### src/cld_pkg.sv
package cld_pkg;

	localparam int HdrLen = 16;

	localparam logic [7:0] ChrCr    = 8'h0d;
	localparam logic [7:0] ChrLf    = 8'h0a;
	localparam logic [7:0] ChrSpace = 8'h20;
	localparam logic [7:0] ChrZero  = 8'h30;
	localparam logic [7:0] ChrNine  = 8'h39;

	// "Content-Length: " one character per position
	function automatic logic [7:0] hdr_char(input logic [3:0] pos);
		logic [7:0] c;
		unique case (pos)
			4'd0:    c = 8'h43; // C
			4'd1:    c = 8'h6f; // o
			4'd2:    c = 8'h6e; // n
			4'd3:    c = 8'h74; // t
			4'd4:    c = 8'h65; // e
			4'd5:    c = 8'h6e; // n
			4'd6:    c = 8'h74; // t
			4'd7:    c = 8'h2d; // -
			4'd8:    c = 8'h4c; // L
			4'd9:    c = 8'h65; // e
			4'd10:   c = 8'h6e; // n
			4'd11:   c = 8'h67; // g
			4'd12:   c = 8'h74; // t
			4'd13:   c = 8'h68; // h
			4'd14:   c = 8'h3a; // :
			default: c = 8'h20; // space
		endcase
		return c;
	endfunction

	typedef struct packed {
		logic [7:0] body_byte;
		logic       last_of_message;
		logic       length_clipped;
	} cld_result_t;

endpackage

### src/content_length_deframer.sv
// Extracts message bodies from a byte stream framed by "Content-Length: N"
// header lines ending in CR LF; a bare CR LF line starts the body, whose N
// bytes leave on the master side with tlast on the final one and tuser set
// when N exceeded MAX_BODY and was held at MAX_BODY. Header bytes and empty
// bodies produce no output beat. One byte is taken every clock cycle: the
// header matcher, decimal accumulate and body counter all update in a single
// pass between the input register and the output register. A stalled output
// holds off input only when both registers are full.
module content_length_deframer #(
	parameter int MAX_BODY = 4096
) (
	input  logic       clk,
	input  logic       arst_n,
	input  logic       s_tvalid,
	output logic       s_tready,
	input  logic [7:0] s_tdata,   // [7:0] data_byte
	output logic       m_tvalid,
	input  logic       m_tready,
	output logic [7:0] m_tdata,   // [7:0] body_byte
	output logic       m_tlast,   // last_of_message
	output logic       m_tuser    // [0] length_clipped
);

	logic                 advance;
	logic                 valid_s1;
	logic [7:0]           data_s1;
	logic                 emit;
	cld_pkg::cld_result_t result;

	cld_in_reg u_in_reg (
		.clk      (clk),
		.arst_n   (arst_n),
		.s_tvalid (s_tvalid),
		.s_tready (s_tready),
		.s_tdata  (s_tdata),
		.advance  (advance),
		.valid_s1 (valid_s1),
		.data_s1  (data_s1)
	);

	cld_parser #(
		.MAX_BODY (MAX_BODY)
	) u_parser (
		.clk     (clk),
		.arst_n  (arst_n),
		.advance (advance),
		.data_s1 (data_s1),
		.emit    (emit),
		.result  (result)
	);

	cld_out_reg u_out_reg (
		.clk      (clk),
		.arst_n   (arst_n),
		.valid_s1 (valid_s1),
		.emit     (emit),
		.result   (result),
		.advance  (advance),
		.m_tvalid (m_tvalid),
		.m_tready (m_tready),
		.m_tdata  (m_tdata),
		.m_tlast  (m_tlast),
		.m_tuser  (m_tuser)
	);

endmodule

### src/cld_in_reg.sv
module cld_in_reg (
	input  logic       clk,
	input  logic       arst_n,
	input  logic       s_tvalid,
	output logic       s_tready,
	input  logic [7:0] s_tdata,   // [7:0] data_byte
	input  logic       advance,
	output logic       valid_s1,
	output logic [7:0] data_s1
);

	logic valid_q;

	assign s_tready = !valid_q || advance;
	assign valid_s1 = valid_q;

	always_ff @(posedge clk or negedge arst_n) begin
		if (!arst_n) begin
			valid_q <= 1'b0;
		end else if (s_tready) begin
			valid_q <= s_tvalid;
		end
	end

	always_ff @(posedge clk) begin
		if (s_tready && s_tvalid) begin
			data_s1 <= s_tdata;
		end
	end

endmodule

### src/cld_parser.sv
module cld_parser #(
	parameter int MAX_BODY = 4096
) (
	input  logic                 clk,
	input  logic                 arst_n,
	input  logic                 advance,
	input  logic [7:0]           data_s1,
	output logic                 emit,
	output cld_pkg::cld_result_t result
);

	localparam int LW = $clog2(MAX_BODY + 1);
	localparam int PW = LW + 4;

	typedef enum logic [1:0] {
		PH_SEARCH,
		PH_SPACES,
		PH_DIGITS,
		PH_DONE
	} phase_t;

	logic          in_body_q, in_body_d;
	logic [3:0]    pos_q, pos_d;
	phase_t        phase_q, phase_d;
	logic [LW-1:0] decl_q, decl_d;
	logic [1:0]    line_cnt_q, line_cnt_d;
	logic          prev_cr_q, prev_cr_d;
	logic [LW-1:0] remain_q, remain_d;
	logic          clip_q, clip_d;

	logic          is_digit;
	logic [PW-1:0] prod;
	logic          last;

	assign is_digit = (data_s1 >= cld_pkg::ChrZero) && (data_s1 <= cld_pkg::ChrNine);
	assign prod = {1'b0, decl_q, 3'b000} + {3'b000, decl_q, 1'b0}
		+ PW'(data_s1 - cld_pkg::ChrZero);
	assign last = (remain_q <= LW'(1));

	always_comb begin
		in_body_d  = in_body_q;
		pos_d      = pos_q;
		phase_d    = phase_q;
		decl_d     = decl_q;
		line_cnt_d = line_cnt_q;
		prev_cr_d  = prev_cr_q;
		remain_d   = remain_q;
		clip_d     = clip_q;
		emit       = 1'b0;

		if (in_body_q) begin
			emit = 1'b1;
			if (last) begin
				in_body_d  = 1'b0;
				remain_d   = '0;
				decl_d     = '0;
				clip_d     = 1'b0;
				pos_d      = '0;
				phase_d    = PH_SEARCH;
				line_cnt_d = '0;
				prev_cr_d  = 1'b0;
			end else begin
				remain_d = remain_q - LW'(1);
			end
		end else if (data_s1 == cld_pkg::ChrLf && prev_cr_q) begin
			// end of line; a line holding only CR starts the body if a nonzero length was declared
			pos_d      = '0;
			phase_d    = PH_SEARCH;
			line_cnt_d = '0;
			prev_cr_d  = 1'b0;
			if (line_cnt_q == 2'd1 && phase_q == PH_SEARCH && decl_q != '0) begin
				in_body_d = 1'b1;
				remain_d  = decl_q;
			end
		end else begin
			unique case (phase_q)
				PH_SEARCH: begin
					if (data_s1 == cld_pkg::hdr_char(pos_q)) begin
						if (pos_q == 4'(cld_pkg::HdrLen - 1)) begin
							pos_d   = '0;
							phase_d = PH_SPACES;
							decl_d  = '0;
							clip_d  = 1'b0;
						end else begin
							pos_d = pos_q + 4'd1;
						end
					end else begin
						pos_d = (data_s1 == cld_pkg::hdr_char(4'd0)) ? 4'd1 : 4'd0;
					end
				end
				PH_SPACES, PH_DIGITS: begin
					if (is_digit) begin
						phase_d = PH_DIGITS;
						if (prod > PW'(MAX_BODY)) begin
							decl_d = LW'(MAX_BODY);
							clip_d = 1'b1;
						end else begin
							decl_d = prod[LW-1:0];
						end
					end else if (!(phase_q == PH_SPACES && data_s1 == cld_pkg::ChrSpace)) begin
						phase_d = PH_DONE;
					end
				end
				default: begin
				end
			endcase
			if (line_cnt_q != 2'd3) begin
				line_cnt_d = line_cnt_q + 2'd1;
			end
			prev_cr_d = (data_s1 == cld_pkg::ChrCr);
		end
	end

	always_comb begin
		result.body_byte       = data_s1;
		result.last_of_message = last;
		result.length_clipped  = clip_q;
	end

	always_ff @(posedge clk or negedge arst_n) begin
		if (!arst_n) begin
			in_body_q  <= 1'b0;
			pos_q      <= '0;
			phase_q    <= PH_SEARCH;
			decl_q     <= '0;
			line_cnt_q <= '0;
			prev_cr_q  <= 1'b0;
			remain_q   <= '0;
			clip_q     <= 1'b0;
		end else if (advance) begin
			in_body_q  <= in_body_d;
			pos_q      <= pos_d;
			phase_q    <= phase_d;
			decl_q     <= decl_d;
			line_cnt_q <= line_cnt_d;
			prev_cr_q  <= prev_cr_d;
			remain_q   <= remain_d;
			clip_q     <= clip_d;
		end
	end

endmodule

### src/cld_out_reg.sv
module cld_out_reg (
	input  logic                 clk,
	input  logic                 arst_n,
	input  logic                 valid_s1,
	input  logic                 emit,
	input  cld_pkg::cld_result_t result,
	output logic                 advance,
	output logic                 m_tvalid,
	input  logic                 m_tready,
	output logic [7:0]           m_tdata,  // [7:0] body_byte
	output logic                 m_tlast,
	output logic                 m_tuser   // [0] length_clipped
);

	logic valid_q;

	assign m_tvalid = valid_q;
	assign advance  = valid_s1 && (!valid_q || m_tready);

	always_ff @(posedge clk or negedge arst_n) begin
		if (!arst_n) begin
			valid_q <= 1'b0;
		end else if (advance) begin
			valid_q <= emit;
		end else if (m_tready) begin
			valid_q <= 1'b0;
		end
	end

	always_ff @(posedge clk) begin
		if (advance && emit) begin
			m_tdata <= result.body_byte;
			m_tlast <= result.last_of_message;
			m_tuser <= result.length_clipped;
		end
	end

endmodule

### config.mk
export PLATFORM = sky130hd
export DESIGN_NAME = content_length_deframer
export DESIGN_NICKNAME = d
export VERILOG_FILES = /design/src/cld_pkg.sv /design/src/content_length_deframer.sv /design/src/cld_in_reg.sv /design/src/cld_parser.sv /design/src/cld_out_reg.sv
export SDC_FILE = /design/constraint.sdc
export NUM_CORES = 1
export LEC_CHECK = 0
export BUFFER_PORTS_ARGS = -buffer_cell sky130_fd_sc_hd__buf_2
export CAP_MARGIN = 20
export CORE_MARGIN = 5
export CORE_UTILIZATION = 37
export DETAILED_ROUTE_END_ITERATION = 6
export SLEW_MARGIN = 20
export SYNTH_ARGS = -nofsm -noshare
export SYNTH_HDL_FRONTEND = slang
export SYNTH_SLANG_ARGS = --single-unit
### constraint.sdc
create_clock -name clk -period 4.3 [get_ports clk]
set_input_delay 0.215 -clock clk [delete_from_list [all_inputs] [get_ports clk]]
set_output_delay 0.215 -clock clk [all_outputs]
set_load 0.01 [all_outputs]
### Word level (Yosys, flattened, before mapping)

Memories as Yosys holds them, arrays and structs flattened.
Cells that the tools add are included.
W data, S select, Z words.

| cells by class | value |
|---|---|
| $lt $le $gt $ge | 4 |
| add/subtract/negate cells | 6 |
| equal/unequal tests | 19 |
| shift operators | 0 |
| multiply operators | 0 |
| multiplexer cells | 50 |
| div/mod/pow operators | 0 |
| bitwise operators | 0 |
| reduce and logical (&&, ||, !) cells | 29 |

Operator list:

| operator | number |
|---|---|
| $mux W13 | 11 |
| $pmux W13 S2 | 1 |
| $mux W4 | 6 |
| $mux W8 | 3 |
| $mux W2 | 10 |
| $add A16 B14 Y17 | 1 |
| $add A17 B17 Y17 | 1 |
| $gt A17 B13 Y1 const B | 1 |
| $mux W1 | 17 |
| $eq A8 B4 Y1 const B | 2 |
| $le A13 B1 Y1 const B | 1 |
| $reduce_bool A13 Y1 | 1 |
| $sub A13 B1 Y13 const B | 1 |
| $reduce_and A3 Y1 | 3 |
| $reduce_bool A3 Y1 | 3 |
| $sub A8 B6 Y9 const B | 1 |
| $eq A8 B6 Y1 const B | 1 |
| $eq A8 B7 Y1 const B | 1 |
| $eq A8 B8 Y1 | 1 |
| $ge A8 B6 Y1 const B | 1 |
| $le A8 B6 Y1 const B | 1 |
| $logic_and A1 B1 Y1 | 8 |
| $ne A4 B2 Y1 const B | 2 |
| $reduce_and A8 Y1 | 1 |
| 21 further kinds | 29 |

| word-level totals | value |
|---|---|
| bits in writable memories | 0 |
| bits in latches | 0 |
| bits in registers | 57 |
| memories | 1 |
| output and inout port bits | 12 |
| ROM bits | 112 |

Memory list:

| name | depth | bits a word | rd ports | clocked after Yosys merged registers in | wr ports | RTL line | RTL |
|---|---|---|---|---|---|---|---|
| (name not given) | 16 | 7 | 1 | 0 | 0 | cld_pkg.sv:14 | `unique case (pos)` |

### Logic depth before layout (Yosys ltp)

Gate-level depths: netlist (run 1).

| depth | value |
|---|---|
| depth in word-level cells | 9 |
| mapped depth | 16 |
| depth with buffers taken out | 14 |

### Modules after synthesis

A second synthesis (run 1) with hierarchy kept.

| unflattened totals | value |
|---|---|
| cell total of the unflattened synthesis | 451 |
| area total of the unflattened synthesis | 4292.9 um^2 |

By module, submodules not included:

| module | seq. area each (um^2) | cells an instance | times used | area each (um^2) |
|---|---|---|---|---|
| cld_parser | 925.9 | 423 | 1 | 3629.7 |
| cld_out_reg | 325.3 | 16 | 1 | 369.1 |
| cld_in_reg | 265.3 | 12 | 1 | 294.0 |

### Worst setup path before layout (run 1)

Ideal clock, no wire load.

| path | value |
|---|---|
| path type | register to register |
| from | register u_in_reg.data_s1[4] |
| to | register u_parser.decl_q[0] |
| buffers on the path | 1 |
| arrival | 4.230 ns |
| clock period less this slack | 4.298 ns |
| required time | 4.233 ns |
| setup time | 0.067 ns |
| slack | 0.002 ns |
| stages on the path, launching flop included | 14 |
| path through | edfxtp_1 ha_1 nor3_1 fa_1 ha_1 a21oi_2 o21ai_1 and2_1 or4_1 a22o_1 nor4_1 and2_1 buf_6 a32o_1 |

| between the ends | value |
|---|---|
| cells in the longest elaborated chain, start to end | 8 |

RTL lines:

| item | RTL line | RTL |
|---|---|---|
| start: declaration | cld_in_reg.sv:9 | `output logic [7:0] data_s1` |
| start signal: assignment | cld_in_reg.sv:27 | `data_s1 <= s_tdata;` |
| $sub A8 B6 Y9 | cld_parser.sv:37 | `+ PW'(data_s1 - cld_pkg::ChrZero);` |
| $add A17 B17 Y17 | cld_parser.sv:37 |  |
| $gt A17 B13 Y1 | cld_parser.sv:94 | `if (prod > PW'(MAX_BODY)) begin` |
| $mux W13 | cld_parser.sv:94 |  |
| $mux W13 | cld_parser.sv:92 | `if (is_digit) begin` |
| $pmux W13 S2 | cld_parser.sv:76 | `unique case (phase_q)` |
| $mux W13 | cld_parser.sv:65 | `end else if (data_s1 == cld_pkg::ChrLf && prev_cr_q) begin` |
| $mux W13 | cld_parser.sv:51 | `if (in_body_q) begin` |
| end signal: assignment | cld_parser.sv:134 | `decl_q <= decl_d;` |
| end: declaration | cld_parser.sv:25 | `logic [LW-1:0] decl_q, decl_d;` |

Several ways; a longest one is shown, not always the timed one. The select of a mux whose other input is x is not followed.
A chain may end at the register's enable or synchronous reset.

### Worst setup path after layout (run 1)

| path | value |
|---|---|
| from | register u_in_reg.data_s1[5] |
| to | register u_parser.decl_q[6] |

The elaborated chain is that of the path after synthesis.

==> reports/qor.txt, run 1 <==
Average cell area after synthesis: 9.61 µm²
Crit path largest cell delay: 470 ps
Fill cells: 1136
Slew HR: 0.390
Crit end category: flop
Highest clock rate: 0.247 GHz
Post-synth EDFFs: 18
Initial antenna violation count: 0
Measured slew at the worst slew-check pin: 914 ps
CTS tree: done
CTS Hold Bufs: 0
Clock insertion delay at the later pin of the skew report: 330 ps
Synth unique cells: 71
Remaining DRCs: 0
Largest family of logic cells by synthesized area: compound AO/OA/AOI/OAI gates
Post-Synth Adder-Cell Area: 0.155
Die area: 0.0136 mm²
Vias in the first global route: 3351
Total GRT Usage: 0.154
H-tree levels: 3
Slowest stage cell on the critical path: or4_1
Pre-CTS setup slack: 107 ps
Reg2Reg Launch Point: u_in_reg.data_s1[5]$_DFFE_PP_
Final Hold Viols: 0
GP Congestion: 0.791
Core area: 0.0113 mm²
Num rows: 39
Die width: 117 µm
Final ANT Viol Nets: 0
Max-cap check violation count: 0
Nets: 524
Yosys Warn Count: 0
Vias: 3415
Total gr overflow: 0
Wire per inst: 16.0 µm
Setup WS post-layout: 250 ps
Xor/xnor cell area share of the yosys netlist: 0.0332
Post-synthesis simple-gate area fraction: 0.182
Reg2reg end: u_parser.decl_q[6]$_DFFE_PN0P_
CP Cell Sequence: ha_1 -> nor3_1 -> buf_4 -> fa_1 -> ha_1 -> a21oi_2 -> o21ai_1 -> and2_1 -> or4_1 -> a22o_1 -> nor4_2 -> buf_4 -> and2_2 -> a32o_1
Post-synth top flop: dfrtp_1
Worst EP arrival: 4300 ps
Synth-to-layout area growth: 13.7%
Tcrit/Tclk final: 0.942
Hpwl dp: 7390 µm
Cell Area, Synth: 0.00422 mm²
Largest net degree at the start of global routing: 40
Sequential cell area fraction in the yosys report: 0.359
Worst Reg-to-Reg Cells: 14
Detailed Route Iter0 Violations: 263
Yosys reg bits: 57
Placed cell count: 599
PD cells: 418 mW/mm²
Post-route insts no fill: 615
Sink Count: 57
Vias per cell: 5.55
Fin Clk Skew: 8.01 ps
Maximum clock path buffer count: 2
Crit-path max FO: 10
Port bufs: 23
Ys async rst share: 0.684
Worst-path clk slew: 60 ps
Setup Viol. Count Final: 0
Global-route wire length before repair: 16700 µm
Kind of critical path: reg2reg
Die Span Y: 117 µm
Setup_tns: 0 ps
Multi-input gate area in the final layout: 0.00248 mm²
Leak Pwr: 2.12 nW
Initial Utilization: 0.373
Worst Setup Start Kind: flop
DRT Pass-1 Iters: 5
WP data required: 4550 ps
Instance count of the mapped netlist: 439
Layout Utilization: 0.424
Fin. max-slew vios: 0
Syn_nets: 496
Register-to-Register Setup Slack: 250 ps
Worst Hold Class: in2async
Buffer type at the clock tree root: clkbuf_16
Mux contribution to synthesized area: 0.0142
Final worst path period need: 4050 ps
Final wirelength: 9870 µm
Status: complete, no violations
Layout cells sized above 1: 0.131
Io pins: 24
Diode count: 0
CTS buffer count: 9
Compound-Gate Fraction of Synth Area: 0.201
Max IR drop VDD: 171 µV
Sequential cell area: 0.00152 mm²
==> where the power goes <==
group	total (mW)	internal [mW]	switching [mW]
clock network	0.708	0.447	0.262
logic	0.542	0.195	0.347
registers	0.754	0.666	0.0885
==> logic make-up (layout without fill, tap and decap cells) <==
group / Yosys count / after routing
AOI/OAI and AO/OA: 118 / 118
adders and majority gates: 45 / 45
DFF: 57 / 57
xor gates and xnor gates: 16 / 16
muxes: 6 / 6
buffers and inverters: 54 / 87
and+or+nand+nor: 143 / 143
==> worst max-delay path by stage <==
stage | startpoint | end | slack [ps] | cells past startpoint
6_report | u_in_reg.data_s1[5]$_DFFE_PP_ | u_parser.decl_q[6]$_DFFE_PN0P_ | 250 | 14
3_5_place_dp | u_in_reg.data_s1[5]$_DFFE_PP_ | u_parser.decl_q[6]$_DFFE_PN0P_ | 110 | 14
4_1_cts | u_in_reg.data_s1[5]$_DFFE_PP_ | u_parser.decl_q[6]$_DFFE_PN0P_ | 80 | 14
5_1_grt | u_in_reg.data_s1[5]$_DFFE_PP_ | u_parser.decl_q[6]$_DFFE_PN0P_ | -20 | 14
3_3_place_gp | u_in_reg.data_s1[5]$_DFFE_PP_ | u_parser.decl_q[1]$_DFFE_PN0P_ | 240 | 14
2_1_floorplan | u_in_reg.data_s1[4]$_DFFE_PP_ | u_parser.decl_q[0]$_DFFE_PN0P_ | 2 | 13
==> flip-flops by register name, summed over array words and instances, names as in the netlist, 2 cells and up <==
name	flops
u_parser.decl_q	13
u_parser.remain_q	13
u_in_reg.data_s1	8
u_out_reg.m_tdata	8
u_parser.pos_q	4
u_parser.line_cnt_q	2
u_parser.phase_q	2
==> cell usage in the layout, fill, tap and decap left out, types with 12 or more instances in the layout <==
cell / n
a21oi_1: 23
buf_2: 23
dfrtp_1: 39
edfxtp_1: 18
fa_1: 12
ha_1: 33
inv_1: 39
nand2_1: 23
nand3_1: 14
nor2_1: 32
o21ai_0: 24
==> timing repair <==
action                     4_1_cts  5_1_grt
gates resized for setup          0        2
setup buffers                    0        0
setup endpoints to repair        0       10
==> routing by layer <==
metal	up-vias	wire [µm]	track usage
met5	-	0	0
met1	1655	4770	0.227
met4	0	92	0.0359
met3	9	442	0.0375
li1	1666	-	-
met2	85	4560	0.231
==> final cells by class <==
type / instances / area share
multi-input cells: 328 / 0.516
flip-flops and latches: 57 / 0.316
clock buffers: 9 / 0.0469
repair buffers: 32 / 0.0381
well taps: 143 / 0.0373
inverters: 39 / 0.0305
clock inverters: 7 / 0.0149
==> critical path, delay by kind of cell (launching register included) <==
family,cells,cell delay [ps]
compound gates,4,800
fa+ha+maj,3,1100
buf+inv,2,380
flops,1,460
simple gates,5,1220
==> through the flow <==
stage / area, µm² / hold WS [ps] / power (mW)
3_5_place_dp: 4490 / 396 / 1.30
3_3_place_gp: 4490 / 395 / 1.29
4_1_cts: 4790 / 53.6 / 2.02
5_1_grt: 4800 / 48.9 / 2.13
6_report: 4800 / 13.8 / 2.00
2_1_floorplan: 4220 / -80.6 / 1.14
==> cells in the mapped netlist, drive strengths merged, types with 8 or more instances <==
cell    count  area (µm²)
dfrtp      39         976
inv        39         146
ha         33         413
nor2       33         126
o21ai      30         150
a21oi      25         133
nand2      24        92.6
edfxtp     18         541
nand3      14        70.1
fa         12         240
nor3       12        65.1
nor4       12        75.1
xnor2      11        96.3
a32o       10         100
clkbuf     10        37.5
a21o        9        67.6
and2        8        50.1
(Power assumes the default switching activity.)
==> inputs of run 2 (changes only) <==
clock period = 4.91 ns   (was 4.3 ns; I/O delays follow)
==> run 2 against run 1 <==
Net effect: final cell count shrank 1.1%; clock-buffer cell count grew 1; clock skew shrank 3.3 ps; combinational power shrank 15%; critical path type unchanged.
==> reports/qor.txt, run 2 (synthesis results as in run 1) <==
Setup Viol. Count Final: 0 (unchanged)
Crit-path max FO: 10 (unchanged)
Core area: 0.0113 mm² (unchanged)
Initial Utilization: 0.373 (unchanged)
Met1 Use GR: 0.220 (was 0.227)
H-tree levels: 3 (unchanged)
Detailed Route Iter0 Violations: 211 (was 263)
Max-cap check violation count: 0 (unchanged)
Diode count: 0 (unchanged)
Final wirelength: 9830 µm (was 9870 µm)
Max IR drop VDD: 220 µV (was 171 µV)
Placed cell count: 592 (was 599)
Final ANT Viol Nets: 0 (unchanged)
Status: complete, no violations (unchanged)
WP data required: 5170 ps (was 4550 ps)
Io pins: 24 (unchanged)
Global routing's busiest layer: met2 (unchanged)
Worst Hold Class: in2async (unchanged)
Leak Pwr: 2.08 nW (was 2.12 nW)
RSZ-0062 raised after global routing: false
CTS Hold Bufs: 0 (unchanged)
Area after DPL: 0.00444 mm² (was 0.00449 mm²)
Port bufs: 23 (unchanged)
Setup WS post-layout: 425 ps (was 250 ps)
DRT Pass-1 Iters: 4 (was 5)
Die Span Y: 117 µm (unchanged)
PD cells: 365 mW/mm² (was 418 mW/mm²)
Worst-path clk slew: 50 ps (was 60 ps)
Tcrit/Tclk final: 0.913 (was 0.942)
Largest net degree at the start of global routing: 40 (unchanged)
Commonest cells after routing, fill and taps aside: 39 x inv_1, 39 x dfrtp_1, 33 x ha_1 (unchanged)
Highest clock rate: 0.223 GHz (was 0.247 GHz)
Slew HR: 0.368 (was 0.390)
Global-route wire length before repair: 17000 µm (was 16700 µm)
Layout Utilization: 0.418 (was 0.424)
Fin. max-slew vios: 0 (unchanged)
Total GRT Usage: 0.157 (was 0.154)
Vias in the first global route: 3436 (was 3351)
Measured slew at the worst slew-check pin: 948 ps (was 914 ps)
Grt met3 use: 0.0267 (was 0.0375)
Setup_tns: 0 ps (unchanged)
Synth-to-layout area growth: 12.1% (was 13.7%)
Fin Clk Skew: 4.70 ps (was 8.01 ps)
Worst EP arrival: 4740 ps (was 4300 ps)
Remaining DRCs: 0 (unchanged)
Post-route insts no fill: 608 (was 615)
Crit path largest cell delay: 520 ps (was 470 ps)
M2 GR Usage: 0.249 (was 0.231)
Post-Layout Inst Area: 0.00473 mm² (was 0.00480 mm²)
Wire per inst: 16.2 µm (was 16.0 µm)
Register-to-Register Setup Slack: 430 ps (was 250 ps)
CTS buffer count: 9 (unchanged)
Die area: 0.0136 mm² (unchanged)
Hold WS: 71.2 ps (was 13.8 ps)
PostCTS Resize Cnt: 0 (unchanged)
Nets: 517 (was 524)
Vias: 3350 (was 3415)
CP Buf/Inv Count: 1 (was 2)
Worst Setup Start Kind: flop (unchanged)
Initial antenna violation count: 0 (unchanged)
Num rows: 39 (unchanged)
Die width: 117 µm (unchanged)
Final Hold Viols: 0 (unchanged)
GP Congestion: 0.828 (was 0.791)
Hpwl dp: 7340 µm (was 7390 µm)
CP Cell Sequence: ha_1 -> nor3_1 -> buf_4 -> fa_1 -> ha_1 -> a21oi_1 -> o21ai_1 -> and2_1 -> or4_1 -> a22o_1 -> nor4_1 -> and2_1 -> a32o_1 (was ha_1 -> nor3_1 -> buf_4 -> fa_1 -> ha_1 -> a21oi_2 -> o21ai_1 -> and2_1 -> or4_1 -> a22o_1 -> nor4_2 -> buf_4 -> and2_2 -> a32o_1)
Slowest stage cell on the critical path: edfxtp_1 (was or4_1)
Post-CTS Setup Inserts: 0 (unchanged)
Vias per cell: 5.51 (was 5.55)
Power, Total: 1.73 mW (was 2.00 mW)
Pre-CTS setup slack: 441 ps (was 107 ps)
Regs by FF count: u_parser.decl_q: 13 flops, u_parser.remain_q: 13 flops (unchanged)
CP top delay family: simple AND/OR/NAND/NOR gates (unchanged)
Clock insertion delay at the later pin of the skew report: 320 ps (was 330 ps)
Maximum clock path buffer count: 2 (unchanged)
Crit end category: flop (unchanged)
Final worst path period need: 4480 ps (was 4050 ps)
CTS tree: done (unchanged)
Buffer type at the clock tree root: clkbuf_16 (unchanged)
Layout cells sized above 1: 0.112 (was 0.131)
Total gr overflow: 0 (unchanged)
Kind of critical path: reg2reg (unchanged)
Sink Count: 57 (unchanged)
[run 2: power by group]
part | switching (mW) | internal [mW] | total (mW) | leakage [nW]
clock | 0.209 | 0.388 | 0.597 | 0.136
combinational | 0.298 | 0.163 | 0.461 | 1.26
sequential | 0.0847 | 0.584 | 0.669 | 0.690
[run 2: path summary, 6_finish.rpt]
| path | start | cells past startpoint | to |
|---|---|---|---|
| max | u_in_reg.data_s1[4]$_DFFE_PP_ | 13 | u_parser.decl_q[9]$_DFFE_PN0P_ |
| min | arst_n | 1 | u_parser.decl_q[11]$_DFFE_PN0P_ |
| max reg2reg | u_in_reg.data_s1[4]$_DFFE_PP_ | 13 | u_parser.decl_q[9]$_DFFE_PN0P_ |
| min reg2reg | u_parser.clip_q$_DFFE_PN0P_ | 0 | u_out_reg.m_tuser$_DFFE_PP_ |
| max in group asynchronous | arst_n | 1 | u_in_reg.valid_s1$_DFFE_PN0N_ |
| min in group clk | s_tdata[6] | 1 | u_in_reg.data_s1[6]$_DFFE_PP_ |
[run 2: worst reg2reg max path, delay by kind of cell (launching register included)]
kind | cells | cell delay [ps]
buffers and inverters | 1 | 230
adders and majority gates | 3 | 1120
and+or+nand+nor | 5 | 1750
AOI/OAI and AO/OA | 4 | 800
DFF | 1 | 520
[run 2: cell type report]
type | count | area (µm²)
Tap cell | 143 | 179
Inverter | 39 | 146
Clock buffer | 10 | 229
Multi-Input combinational cell | 328 | 2470
Clock inverter | 6 | 58.8
Timing Repair Buffer | 25 | 130
Sequential cell | 57 | 1520
Fill cell | 1130 | 6590
[run 2: routing by layer]
layer  routed length (µm)  share of wire  up-vias
li1                     -              -     1659
met1                 4800           0.49     1626
met2                 4580           0.47       56
met3                  300          0.031        9
met4                  147          0.015        0
met5                    0              0        -
==> inputs of run 3 (changes only) <==
CORE_ASPECT_RATIO = 1.25   (was unset)
SYNTH_HIERARCHICAL = 1   (was unset)
==> run 3 against run 2 <==
Net effect: first-iteration DRC count down 13%; wire length rose by 0.96%; flip-flop and latch count is the same; largest power group is now combinational logic; highest routed layer unchanged; register-to-register slack about the same.
==> reports/qor.txt, run 3 <==
Synth unique cells: 68 (was 71)
Detailed Route Iter0 Violations: 183 (was 211)
Post-synth top flop: dfrtp_1 (unchanged)
Regs by FF count: u_parser/decl_q: 13 flops, u_parser/remain_q: 13 flops (was u_parser.decl_q: 13 flops, u_parser.remain_q: 13 flops)
PD cells: 402 mW/mm² (was 365 mW/mm²)
Yosys Warn Count: 6 (was 0)
Fin. max-slew vios: 0 (unchanged)
CTS Hold Bufs: 0 (unchanged)
Layout Utilization: 0.409 (was 0.418)
WP data required: 5150 ps (was 5170 ps)
Ys async rst share: 0.684 (unchanged)
Register-to-Register Setup Slack: 420 ps (was 430 ps)
Tcrit/Tclk final: 0.915 (was 0.913)
Nets: 521 (was 517)
Crit path largest cell delay: 500 ps (was 520 ps)
Die Span Y: 130 µm (was 117 µm)
CTS buffer count: 9 (unchanged)
Core area: 0.0115 mm² (was 0.0113 mm²)
Compound-Gate Fraction of Synth Area: 0.208 (was 0.201)
PostCTS Resize Cnt: 0 (unchanged)
Sequential cell area fraction in the yosys report: 0.353 (was 0.359)
Mux contribution to synthesized area: 0.0146 (was 0.0142)
Synth-to-layout area growth: 9.68% (was 12.1%)
Initial Utilization: 0.373 (about the same)
Reg2Reg Launch Point: u_in_reg/data_s1[5]$_DFFE_PP_ (was u_in_reg.data_s1[4]$_DFFE_PP_)
Post-CTS Setup Inserts: 0 (unchanged)
Wire per inst: 16.4 µm (was 16.2 µm)
Sink Count: 57 (unchanged)
Area after DPL: 0.00445 mm² (was 0.00444 mm²)
DRT Pass-1 Iters: 4 (unchanged)
Port bufs: 23 (unchanged)
Io pins: 24 (unchanged)
Worst setup path start: u_in_reg/data_s1[5]$_DFFE_PP_ (was u_in_reg.data_s1[4]$_DFFE_PP_)
Num rows: 44 (was 39)
CTS tree: done (unchanged)
Remaining DRCs: 0 (unchanged)
Global-route wire length before repair: 16500 µm (was 17000 µm)
Highest clock rate: 0.223 GHz (about the same)
Slew HR: 0.393 (was 0.368)
Post-Layout Inst Area: 0.00471 mm² (was 0.00473 mm²)
Reg2reg end: u_parser/decl_q[2]$_DFFE_PN0P_ (was u_parser.decl_q[9]$_DFFE_PN0P_)
Vias: 3369 (was 3350)
Area leader, netlist: dfrtp_1 (unchanged)
Critical Path Stages: 12 (was 13)
Max IR drop VDD: 200 µV (was 220 µV)
Crit end category: flop (unchanged)
Vias per cell: 5.56 (was 5.51)
Post-synth top area share: 0.227 (was 0.231)
Worst-path clk slew: 50 ps (about the same)
Top cells by count, synth: 39 x dfrtp_1, 39 x nand2_1, 33 x ha_1 (was 39 x dfrtp_1, 39 x inv_1, 33 x ha_1)
CP top delay family: compound AO/OA/AOI/OAI gates (was simple AND/OR/NAND/NOR gates)
Buffer type at the clock tree root: clkbuf_16 (unchanged)
Commonest cells after routing, fill and taps aside: 39 x dfrtp_1, 39 x nand2_1, 33 x ha_1 (was 39 x inv_1, 39 x dfrtp_1, 33 x ha_1)
Yosys reg bits: 57 (unchanged)
Final wirelength: 9930 µm (was 9830 µm)
Cell Area, Synth: 0.00429 mm² (was 0.00422 mm²)
Final ANT Viol Nets: 0 (unchanged)
Final worst path period need: 4490 ps (was 4480 ps)
Power, Total: 1.89 mW (was 1.73 mW)
Measured slew at the worst slew-check pin: 910 ps (was 948 ps)
Largest net degree at the start of global routing: 40 (unchanged)
Total GRT Usage: 0.152 (was 0.157)
Maximum clock path buffer count: 2 (unchanged)
Syn_nets: 508 (was 496)
Layout cells sized above 1: 0.128 (was 0.112)
Die area: 0.0139 mm² (was 0.0136 mm²)
Setup Viol. Count Final: 0 (unchanged)
Crit-path max FO: 12 (was 10)
RSZ-0062 raised after global routing: false (unchanged)
Worst Reg-to-Reg Cells: 12 (was 13)
Xor/xnor cell area share of the yosys netlist: 0.0326 (was 0.0332)
GP Congestion: 0.830 (was 0.828)
Leak Pwr: 2.06 nW (was 2.08 nW)
CP Buf/Inv Count: 0 (was 1)
Largest family of logic cells by synthesized area: compound AO/OA/AOI/OAI gates (unchanged)
Final Hold Viols: 0 (unchanged)
Post-synth EDFFs: 18 (unchanged)
Worst Setup Start Kind: flop (unchanged)
Average cell area after synthesis: 9.52 µm² (was 9.61 µm²)
Post-Synth Adder-Cell Area: 0.152 (was 0.155)
Kind of critical path: reg2reg (unchanged)
Total gr overflow: 0 (unchanged)
CP Cell Sequence: ha_1 -> xnor2_1 -> fa_1 -> ha_1 -> and2_1 -> a221oi_1 -> a211oi_1 -> a211oi_1 -> mux2_1 -> nor3_1 -> nand4_2 -> o21ai_1 (was ha_1 -> nor3_1 -> buf_4 -> fa_1 -> ha_1 -> a21oi_1 -> o21ai_1 -> and2_1 -> or4_1 -> a22o_1 -> nor4_1 -> and2_1 -> a32o_1)
Worst EP arrival: 4730 ps (was 4740 ps)
H-tree levels: 3 (unchanged)
Top post-synthesis cells by area: dfrtp_1 23%, edfxtp_1 13%, ha_1 9.6% (was dfrtp_1 23%, edfxtp_1 13%, ha_1 9.8%)
Diode count: 0 (unchanged)
Worst setup path endpoint: u_parser/decl_q[2]$_DFFE_PN0P_ (was u_parser.decl_q[9]$_DFFE_PN0P_)
Hpwl dp: 7730 µm (was 7340 µm)
Fin Clk Skew: 9.30 ps (was 4.70 ps)
Status: complete, no violations (unchanged)
Setup_tns: 0 ps (unchanged)
Clock insertion delay at the later pin of the skew report: 330 ps (was 320 ps)
Initial antenna violation count: 0 (unchanged)
Post-synthesis simple-gate area fraction: 0.183 (was 0.182)
Instance count of the mapped netlist: 451 (was 439)
Worst Hold Class: in2async (unchanged)
Vias in the first global route: 3377 (was 3436)
Die width: 106 µm (was 117 µm)
Slowest stage cell on the critical path: a221oi_1 (was edfxtp_1)
Max-cap check violation count: 0 (unchanged)
run 3: worst register-to-register path: cells and delay by family (launching register included):
kind	cells	cell delay [ps]
fa+ha+maj	3	1110
simple gates	3	1060
compound gates	4	1200
xor+xnor	1	190
mux	1	350
flops	1	490
run 3: kinds of logic (layout without fill, tap and decap cells):
family | Yosys count | in the layout
DFF | 57 | 57
and+or+nand+nor | 144 | 144
buffers and inverters | 50 | 67
adders and majority gates | 45 | 45
muxes | 6 | 6
xor gates and xnor gates | 16 | 16
AOI/OAI and AO/OA | 133 | 133
run 3: layout make-up:
cell class / count / area, µm²
Clock buffer: 11 / 233
Clock inverter: 4 / 21.3
Fill cell: 1107 / 6800
Inverter: 27 / 101
Multi-Input combinational cell: 344 / 2530
Sequential cell: 57 / 1520
Tap cell: 138 / 173
Timing Repair Buffer: 25 / 130
run 3: where the power goes:
| group | internal [mW] | leakage, nW | switching (mW) |
|---|---|---|---|
| logic | 0.235 | 1.23 | 0.443 |
| clock network | 0.335 | 0.129 | 0.204 |
| registers | 0.589 | 0.701 | 0.0869 |
run 3: worst min path at each step:
stage                     cells after the start       start  slack, ps                                  to
after floorplan                               0      arst_n        -50       u_in_reg/valid_s1$_DFFE_PN0P_
after global placement                        1      arst_n        420  u_parser/line_cnt_q[0]$_DFFE_PN0P_
after detailed placement                      1  s_tdata[7]        430       u_in_reg/data_s1[7]$_DFFE_PP_
after CTS                                     1      arst_n         90       u_in_reg/valid_s1$_DFFE_PN0P_
after global routing                          1  s_tdata[0]        100       u_in_reg/data_s1[0]$_DFFE_PP_
final                                         1      arst_n         50       u_in_reg/valid_s1$_DFFE_PN0P_
run 3: per-layer routing:
metal | share of wire | global-route usage | wire length, µm
met5 | 0 | 0 | 0
met3 | 0.026 | 0.0246 | 254
met2 | 0.54 | 0.282 | 5390
met1 | 0.41 | 0.168 | 4060
met4 | 0.022 | 0.0747 | 220
run 3: through the flow:
step / instances / setup WS [ps] / hold slack (ps)
finish: 606 / 416 / 46.6
global route: 606 / 34.3 / 96.6
CTS: 606 / 427 / 91.3
detailed placement: 591 / 458 / 426
global placement: 591 / 611 / 419
floorplan: 451 / 731 / -50.1
